===== src/hw/rtl/smta_pkg.sv =====
`default_nettype none

package smta_pkg;

    // Term store geometry
    localparam int TERM_DEPTH = 1024;
    localparam int ADDR_W     = $clog2(TERM_DEPTH);
    localparam int CNT_W      = $clog2(TERM_DEPTH + 1);
    localparam int EMIT_W     = 12;

    // Operation codes
    localparam logic [1:0] OP_LOAD_A = 2'd0;
    localparam logic [1:0] OP_LOAD_B = 2'd1;
    localparam logic [1:0] OP_PULL   = 2'd2;
    localparam logic [1:0] OP_CLEAR  = 2'd3;

    // Result status codes
    localparam logic [2:0] ST_ACCEPTED = 3'd0;
    localparam logic [2:0] ST_TERM     = 3'd1;
    localparam logic [2:0] ST_END      = 3'd2;
    localparam logic [2:0] ST_INCOMPAT = 3'd3;
    localparam logic [2:0] ST_FULL     = 3'd4;

    // Configuration register indexes
    localparam logic [1:0] REG_ROWS_A = 2'd0;
    localparam logic [1:0] REG_COLS_A = 2'd1;
    localparam logic [1:0] REG_ROWS_B = 2'd2;
    localparam logic [1:0] REG_COLS_B = 2'd3;

    typedef struct packed {
        logic [15:0]        row;
        logic [15:0]        col;
        logic signed [15:0] value;
    } term_t;

    // Commands from the controller to the datapath
    typedef struct packed {
        logic       accept;  // input word taken this cycle
        logic [1:0] op;      // its operation
        logic       cmp;     // merge compare cycle of a pull
    } cmd_t;

endpackage

`default_nettype wire


===== src/hw/rtl/smta_ctrl.sv =====
`default_nettype none

module smta_ctrl (
    input  wire logic          clk,
    input  wire logic          rst_n,
    input  wire logic          in_valid,
    output logic               in_ready,
    input  wire logic [1:0]    op,
    output logic               out_valid,
    input  wire logic          out_ready,
    input  wire logic          dp_skip,
    output smta_pkg::cmd_t     cmd
);

    localparam logic [1:0] S_IDLE = 2'd0;
    localparam logic [1:0] S_CMP  = 2'd1;
    localparam logic [1:0] S_READ = 2'd2;

    logic [1:0] state_reg;
    logic [1:0] state_next;
    logic       out_valid_reg;
    logic       out_valid_next;
    logic       accept;
    logic       load_out;

    assign in_ready  = (state_reg == S_IDLE) && (!out_valid_reg || out_ready);
    assign accept    = in_valid && in_ready;
    assign out_valid = out_valid_reg;

    assign cmd.accept = accept;
    assign cmd.op     = op;
    assign cmd.cmp    = (state_reg == S_CMP);

    always_comb
    begin
        state_next = state_reg;
        load_out   = 1'b0;
        unique case (state_reg)
            S_IDLE:
            begin
                if (accept)
                begin
                    if (op == smta_pkg::OP_PULL)
                        state_next = S_CMP;
                    else
                        load_out = 1'b1;
                end
            end
            S_CMP:
            begin
                if (dp_skip)
                    state_next = S_READ;
                else
                begin
                    load_out   = 1'b1;
                    state_next = S_IDLE;
                end
            end
            S_READ:
                state_next = S_CMP;
            default:
                state_next = S_IDLE;
        endcase
        if (load_out)
            out_valid_next = 1'b1;
        else
            out_valid_next = out_valid_reg && !out_ready;
    end

    always_ff @(posedge clk or negedge rst_n)
    begin
        if (!rst_n)
        begin
            state_reg     <= S_IDLE;
            out_valid_reg <= 1'b0;
        end
        else
        begin
            state_reg     <= state_next;
            out_valid_reg <= out_valid_next;
        end
    end

endmodule

`default_nettype wire


===== config.mk =====
export PLATFORM = sky130hd
export DESIGN_NAME = smta_ctrl
export DESIGN_NICKNAME = d
export VERILOG_FILES = /design/src/hw/rtl/smta_pkg.sv /design/src/hw/rtl/smta_ctrl.sv
export SDC_FILE = /design/constraint.sdc
export NUM_CORES = 1
export LEC_CHECK = 0
export ABC_AREA = 1
export BUFFER_PORTS_ARGS = -buffer_cell sky130_fd_sc_hd__clkbuf_2
export CAP_MARGIN = 20
export CELL_PAD_IN_SITES_DETAIL_PLACEMENT = 1
export CELL_PAD_IN_SITES_GLOBAL_PLACEMENT = 1
export CORE_AREA = 2 2 39 41
export CTS_CLUSTER_SIZE = 25
export DETAILED_ROUTE_END_ITERATION = 7
export DIE_AREA = 0 0 41 43
export PLACE_DENSITY_LB_ADDON = 0.1
export RECOVER_POWER = 25
export SYNTH_ARGS = -nofsm -noshare
export SYNTH_HDL_FRONTEND = slang
export SYNTH_SLANG_ARGS = --single-unit

===== constraint.sdc =====
create_clock -name clk -period 1.5 [get_ports clk]
set_input_delay 0.3 -clock clk [delete_from_list [all_inputs] [get_ports clk]]
set_output_delay 0.3 -clock clk [all_outputs]
set_load 0.1 [all_outputs]

**After elaboration in Yosys (flattened, before gate mapping)**

Index checks and enable logic that the tools add are counted.

- Bits of input ports: 7
- Word-level logic and storage cells: 24
- Output and inout port bits: 6
- Register bits: 3

- Eq/ne operators: 5
- Muxes and demuxes: 9
- Reduce and logical (&&, ||, !) cells: 8

Operators by type and width:

| operator | number |
|---|---|
| $mux W2 | 3 |
| $pmux W2 S3 | 1 |
| $eq A2 B2 Y1 const B | 2 |
| $mux W1 | 4 |
| $logic_and A1 B1 Y1 | 3 |
| $eq A2 B1 Y1 const B | 1 |
| $logic_not A1 Y1 | 2 |
| $logic_not A2 Y1 | 1 |
| $ne A2 B1 Y1 const B | 1 |
| $ne A2 B2 Y1 const B | 1 |
| $pmux W1 S2 | 1 |
| $reduce_and A2 Y1 | 1 |
| $logic_or A1 B1 Y1 | 1 |

**Longest topological paths before layout**

Gate-level depths: netlist (run 1).

- Word-level depth: 7
- Depth in mapped cells: 6
- Mapped depth without buffers: 6

**Least setup slack after synthesis (run 1)**

OpenSTA, ideal clock, no wires.

- Path type: flip-flop to output port
- Start point: register out_valid_reg, in the netlist out_valid
- End point: output in_ready
- Required time: 1200 ps
- Cell stages (with the launch flop): 3
- Slack: -543 ps
- Arrival time: 1743 ps
- Buffers on the path: 0
- Cell sequence: dfrtp_1 nand2_2 and2_1

- Word-level cells in the longest chain between the ends: 3

RTL lines:

| element | RTL line | text |
|---|---|---|
| start: declaration | smta_ctrl.sv:21 | `logic out_valid_reg;` |
| start signal: assignment | smta_ctrl.sv:80 | `out_valid_reg <= out_valid_next;` |
| $logic_not A1 Y1 | smta_ctrl.sv:26 | `assign in_ready = (state_reg == S_IDLE) && (!out_valid_reg \|\| out_ready);` |
| $logic_or A1 B1 Y1 | smta_ctrl.sv:26 |  |
| $logic_and A1 B1 Y1 | smta_ctrl.sv:26 |  |
| end: declaration | smta_ctrl.sv:7 | `output logic in_ready,` |

No other way between the ends.

==> results of run 1 <==
-- power by group --
part / leakage [nW] / total, mW / internal, mW / switching, mW
combinational: 0.142 / 0.251 / 0.0745 / 0.176
clock: 0.0150 / 0.139 / 0.0995 / 0.0392
sequential: 0.0366 / 0.0976 / 0.0905 / 0.00707
-- path summary, 6_finish.rpt --
check / startpoint / endpoint / slack (ns) / depth (start not counted)
setup reg to reg: state_reg[1]$_DFFE_PN0P_ / out_valid$_DFF_PN0_ / 0.52 / 6
hold / removal: dp_skip / state_reg[1]$_DFFE_PN0P_ / 0.29 / 3
hold reg to reg: state_reg[1]$_DFFE_PN0P_ / state_reg[1]$_DFFE_PN0P_ / 0.51 / 1
max in group asynchronous: rst_n / state_reg[1]$_DFFE_PN0P_ / 0.93 / 2
min in group asynchronous: rst_n / out_valid$_DFF_PN0_ / 0.41 / 2
setup / recovery: state_reg[0]$_DFFE_PN0P_ / cmd[3] / 0.07 / 4
-- logic make-up (layout without fill, tap and decap cells) --
kind of cell / count (synthesis) / after routing / share of synthesized area
simple gates: 13 / 13 / 0.342
buf+inv: 10 / 25 / 0.242
flops: 3 / 3 / 0.373
compound gates: 1 / 1 / 0.0435
-- metrics by stage --
| step | setup slack [ns] | util | setup TNS [ns] | total power, mW | instance area, µm² |
|---|---|---|---|---|---|
| floorplan | -0.0441 | - | -0.0441 | 0.276 | 209 |
| global placement | 0.232 | 0.231 | 0 | 0.344 | 319 |
| detailed placement | 0.183 | 0.231 | 0 | 0.346 | 319 |
| CTS | 0.0256 | 0.261 | 0 | 0.498 | 362 |
| global route | -0.00165 | 0.266 | -0.00165 | 0.516 | 368 |
| finish | 0.0670 | 0.266 | 0 | 0.487 | 368 |
-- worst register-to-register path, cell delays in order, from the launching register on --
cell     delay (ns)
dfrtp_2        0.43
buf_4          0.15
nor2_4         0.13
nand2_1        0.07
nand2_1        0.06
inv_1          0.03
nand2_1        0.06
-- Yosys cell counts --
master	count
a21oi_2	1
and2_1	1
buf_4	3
dfrtp_1	3
inv_1	6
inv_2	1
nand2_1	6
nand2_2	1
nand3_2	1
nand4_1	1
nor2_2	2
nor3_1	1
-- metal layers --
metal / vias up / global-route usage
li1: 106 / -
met1: 92 / 0.0712
met2: 7 / 0.103
met3: 0 / 0.0314
met4: 0 / 0.0800
met5: - / 0
-- timing repair --
action | in CTS | in global routing
endpoints found under the hold margin | 3 | 0
gates resized for setup | 3 | 0
hold buffers | 1 | 0
buffers inserted | 0 | 1
endpoints found under the setup margin | 2 | 2
pin swaps | 1 | 0
-- final cells by class --
| class | instances | share of cell area |
|---|---|---|
| Tap cell | 16 | 0.0544 |
| Timing Repair Buffer | 14 | 0.350 |
| Clock buffer | 4 | 0.0714 |
| Inverter | 7 | 0.0714 |
| Multi-Input combinational cell | 14 | 0.241 |
| Sequential cell | 3 | 0.211 |
==> metrics.md, run 1 <==
| Metric | Value |
|---|---|
| Synthesis Warnings | `0` |
| Clock transition at the registers of the reported paths | `0.03 ns` |
| Unrepaired setup endpoints after global routing | `yes` |
| Commonest cells after routing, fill and taps aside | `nand2_1, inv_1, clkbuf_2, buf_4` |
| Final worst-path cycle share | `0.955` |
| Met3 WL | `37 µm` |
| Die ar. | `1760 µm²` |
| Root buffer cell | `clkbuf_4` |
| Status | `completed` |
| H-tree Lvls | `1` |
| Layout Skew | `0.000452 ns` |
| Number of I/O pins | `13` |
| Area contributors post-synth | `dfrtp_1, buf_4, inv_1` |
| Final setup vio count | `0` |
| # rows | `14` |
| Synth top area share | `0.373` |
| Count of distinct cell types in the synthesized netlist | `12` |
| CTS Buffer Depth | `2` |
| Nets | `50` |
| PwrDens | `1320 nW/µm²` |
| Cell Chain, Critical Path | `nor2_4 -> nand3_2 -> inv_2 -> buf_12` |
| TritonCTS clock tree | `yes` |
| Largest net degree at the start of global routing | `5` |
| Share of cells above drive strength 1 | `0.595` |
| Vias in the first global route | `196` |
| WL met1 | `173 µm` |
| Critical Path Start Type | `flop` |
| VDD IR max | `335 µV` |
| DPL Wire Length | `448 µm` |
| Post-Layout Cell Count | `58` |
| Initial antenna violation count | `0` |
| TritonRoute pass-1 iters | `1` |
| Post-synthesis sequential area ratio | `0.373` |
| Slew Viols, Final | `0` |
| Diodes inserted | `0` |
| Worst path max stage delay | `0.40 ns` |
| Max cap viols | `0` |
| Synth Cell Area | `201 µm²` |
| DR top layer | `met3` |
| Average cell area after synthesis | `7.46 µm²` |
| PortBufs | `12` |
| Cells after Synth | `27` |
| Worst Setup End Kind | `primary output` |
| Fill cell count | `177` |
| Slew of the pin with the lowest slew margin | `0.279 ns` |
| DRT Wirelength | `502 µm` |
| Synthesized Nets | `34` |
| Die Y-Extent | `43 µm` |
| Initial core utilization | `0.146` |
| Reg area | `77.6 µm²` |
| Most common cell after layout, fill and taps aside | `nand2_1` |
| First-pass GRT wire length | `779 µm` |
| Rel. slew slack | `0.815` |
| Total GRT Usage | `0.0734` |
| Yosys top cell by area | `dfrtp_1` |
| Die Span X | `41 µm` |
| Period minus WS final | `1.43 ns` |
| CP Buf/Inv Count | `2` |
| Routed vias/inst | `3.53` |
| Worst hold margin | `0.288 ns` |
| Post-synthesis register bit count | `3` |
| Critical path class | `reg2out` |
| CP delay by family, top | `flip-flops` |
| Worst path required time | `1.20 ns` |
| Slowest cell on crit path | `dfrtp_1` |
| Max reg flops | `2` |
| DR iter-0 viols | `0` |
| Placed Instances | `52` |
| P&R area growth vs syn | `82.6%` |
| RD Place Congestion | `0.652` |
| Fmax | `0.698 GHz` |
| Via Count | `205` |
| Final ANT Viol Nets | `0` |
| Critical path fanouts, max | `3` |
| DR WL met2 | `292 µm` |
| DRC | `0` |
| GR Overflow Total | `0` |
| Leak pwr | `0.193 nW` |
| Arrival @ worst endpoint | `1.13 ns` |
| Hold WC Path Type | `in2reg` |
| CTS buffer count | `3` |
| Clock Latency Late Sink | `0.23 ns` |
| WL/cell | `8.66 µm` |
| CORE AREA | `1380 µm²` |
| Clock sinks | `3` |
| Area of the multi-input gates | `88.8 µm²` |
| Final hold vios | `0` |
No activity file was read; power rests on OpenSTA's default activity.
==> inputs of run 2 (changes only) <==
--- a/config.mk
+++ b/config.mk
@@ -15,7 +15,6 @@
 export DETAILED_ROUTE_END_ITERATION = 7
 export DIE_AREA = 0 0 41 43
 export PLACE_DENSITY_LB_ADDON = 0.1
-export RECOVER_POWER = 25
 export SYNTH_ARGS = -nofsm -noshare
 export SYNTH_HDL_FRONTEND = slang
 export SYNTH_SLANG_ARGS = --single-unit
==> metrics.md, run 2 (synthesis results as in run 1) <==
| Metric | Value |
|---|---|
| Hold WC Path Type | `in2reg` |
| Max reg flops | `2 (unchanged)` |
| Fill cell count | `178 (+0.56%)` |
| Clock power frac | `0.285 (about the same)` |
| Die Y-Extent | `43 µm (unchanged)` |
| H-tree Lvls | `1 (unchanged)` |
| GR Overflow Total | `0 (unchanged)` |
| # rows | `14 (unchanged)` |
| Die Span X | `41 µm (unchanged)` |
| DRC | `0 (unchanged)` |
| Clock sinks | `3 (unchanged)` |
| Initial antenna violation count | `0 (unchanged)` |
| VDD IR max | `335 µV (about the same)` |
| Clock Latency Late Sink | `0.23 ns (about the same)` |
| Critical path class | `reg2out` |
| CP delay by family, top | `flip-flops` |
| Vias in the first global route | `196 (unchanged)` |
| Critical R2R Launch | `state_reg[1]$_DFFE_PN0P_` |
| Unrepaired setup endpoints after global routing | `yes` |
| Worst path required time | `1.20 ns (about the same)` |
| First-pass GRT wire length | `779 µm (unchanged)` |
| Final core utilization | `0.267 (+0.000904)` |
| P&R area growth vs syn | `83.2%` |
| CTS Buffer Depth | `2 (unchanged)` |
| Worst Setup End Kind | `primary output` |
| Sequential share of power | `0.200 (about the same)` |
| Slew Viols, Final | `0 (unchanged)` |
| PortBufs | `12 (unchanged)` |
| Slowest cell on crit path | `dfrtp_1` |
| CORE AREA | `1380 µm² (unchanged)` |
| CTS buffer count | `3 (unchanged)` |
| Worst path max stage delay | `0.40 ns (about the same)` |
| Switching Share | `0.456 (about the same)` |
| Routed vias/inst | `3.53 (unchanged)` |
| TritonCTS clock tree | `yes` |
| Arrival @ worst endpoint | `1.13 ns (about the same)` |
| DR iter-0 viols | `0 (unchanged)` |
| Rel. slew slack | `0.815 (unchanged)` |
| Share of cells above drive strength 1 | `0.619 (+0.0238)` |
| CP Buf/Inv Count | `2 (unchanged)` |
| Worst r2r dst | `out_valid$_DFF_PN0_` |
| Worst Setup SP | `state_reg[0]$_DFFE_PN0P_` |
| Final setup vio count | `0 (unchanged)` |
| Net load switching power | `222 µW (about the same)` |
| Fmax | `0.698 GHz (unchanged)` |
| Largest net degree at the start of global routing | `5 (unchanged)` |
| RD Place Congestion | `0.652 (unchanged)` |
| Worst setup path endpoint | `cmd[3]` |
| Die ar. | `1760 µm² (unchanged)` |
| Slew of the pin with the lowest slew margin | `0.279 ns (unchanged)` |
| Initial core utilization | `0.146 (unchanged)` |
| Leak pwr | `0.196 nW (+1.5%)` |
| WP depth | `4 (unchanged)` |
| Max cap viols | `0 (unchanged)` |
| Critical path fanouts, max | `3 (unchanged)` |
| PwrDens | `1320 nW/µm² (-0.27%)` |
| DRT Wirelength | `500 µm (-0.40%)` |
| FF-to-FF path depth | `6 (unchanged)` |
| Area of the multi-input gates | `88.8 µm² (unchanged)` |
| Nets | `50 (unchanged)` |
| Total GRT Usage | `0.0734 (unchanged)` |
| Setup TNS | `0 ns (unchanged)` |
| Final hold vios | `0 (unchanged)` |
| Cell Chain, Critical Path | `nor2_4 -> nand3_2 -> inv_2 -> buf_12` |
| Layout Skew | `0.000452 ns (unchanged)` |
| Via Count | `205 (unchanged)` |
| Root buffer cell | `clkbuf_4` |
| Commonest cells after routing, fill and taps aside | `nand2_1, clkbuf_2, inv_1, buf_4` |
| Number of I/O pins | `13 (unchanged)` |
| WL/cell | `8.62 µm (-0.40%)` |
| Reg2reg setup slack | `0.52 ns (about the same)` |
| TritonRoute pass-1 iters | `1 (unchanged)` |
| Int Power | `265 µW (+0.14%)` |
| Critical Path Start Type | `flop` |
| Diodes inserted | `0 (unchanged)` |
| Combinational cell fraction of total power | `0.515 (about the same)` |
| Status | `completed` |
| Clock transition at the registers of the reported paths | `0.03 ns (about the same)` |
| Period minus WS final | `1.43 ns (unchanged)` |
| Final worst-path cycle share | `0.955 (unchanged)` |
| Final ANT Viol Nets | `0 (unchanged)` |
| Reg area | `77.6 µm² (unchanged)` |
| DPL Wire Length | `448 µm (unchanged)` |
==> run 2: worst min path at each step <==
stage                 start                  endpoint  slack [ns]  cells past startpoint
floorplan             rst_n       out_valid$_DFF_PN0_       0.004                      0
global placement      rst_n  state_reg[0]$_DFFE_PN0P_         0.1                      1
finish              dp_skip  state_reg[1]$_DFFE_PN0P_        0.29                      3
CTS                 dp_skip  state_reg[1]$_DFFE_PN0P_        0.28                      3
global route        dp_skip  state_reg[1]$_DFFE_PN0P_        0.29                      3
detailed placement    rst_n  state_reg[0]$_DFFE_PN0P_         0.1                      1
==> run 2: per-layer routing <==
metal / track usage / vias up / share of wire
met3: 0.0314 / 0 / 0.074
met2: 0.103 / 7 / 0.58
met5: 0 / - / 0
li1: - / 106 / -
met1: 0.0712 / 92 / 0.34
met4: 0.0800 / 0 / 0
==> run 2: stage by stage <==
stage / setup WS [ns] / instance area [µm²] / cells / hold WS [ns] / total power [mW]
3_5_place_dp: 0.183 / 319 / 52 / 0.0989 / 0.346
3_3_place_gp: 0.232 / 319 / 52 / 0.0990 / 0.344
6_report: 0.0670 / 369 / 58 / 0.288 / 0.487
2_1_floorplan: -0.0441 / 209 / 27 / 0.00441 / 0.276
4_1_cts: 0.0256 / 362 / 57 / 0.280 / 0.498
5_1_grt: -0.00165 / 369 / 58 / 0.290 / 0.517
==> run 2: what timing repair did <==
item / in CTS / in global routing
hold buffers: 1 / 0
buffers inserted: 0 / 1
gates cloned: 0 / 0
endpoints found under the hold margin: 3 / 0
pin swaps: 1 / 0
resized for setup: 3 / 0
endpoints found under the setup margin: 2 / 2
==> run 2: power by group through the flow <==
stage	logic [mW]	registers, mW	clock network, mW
final	0.251	0.0976	0.139
after global routing	0.263	0.0981	0.156
after CTS	0.252	0.0984	0.147
after detailed placement	0.247	0.0981	0
after global placement	0.245	0.0981	0
after floorplan	0.141	0.135	0
==> run 2: worst reg2reg max path, stage by stage (launching register included) <==
cell and delay [ns]:
dfrtp_2 0.43, buf_4 0.15, nor2_4 0.13, nand2_1 0.07, nand2_1 0.06, inv_1 0.03, nand2_1 0.06
==> run 2: final cells by class <==
class | count | area share
sequential | 3 | 0.210
multi-input combinational | 14 | 0.241
tap | 16 | 0.0542
timing repair buffer | 14 | 0.353
inverter | 7 | 0.0712
clock buffer | 4 | 0.0712
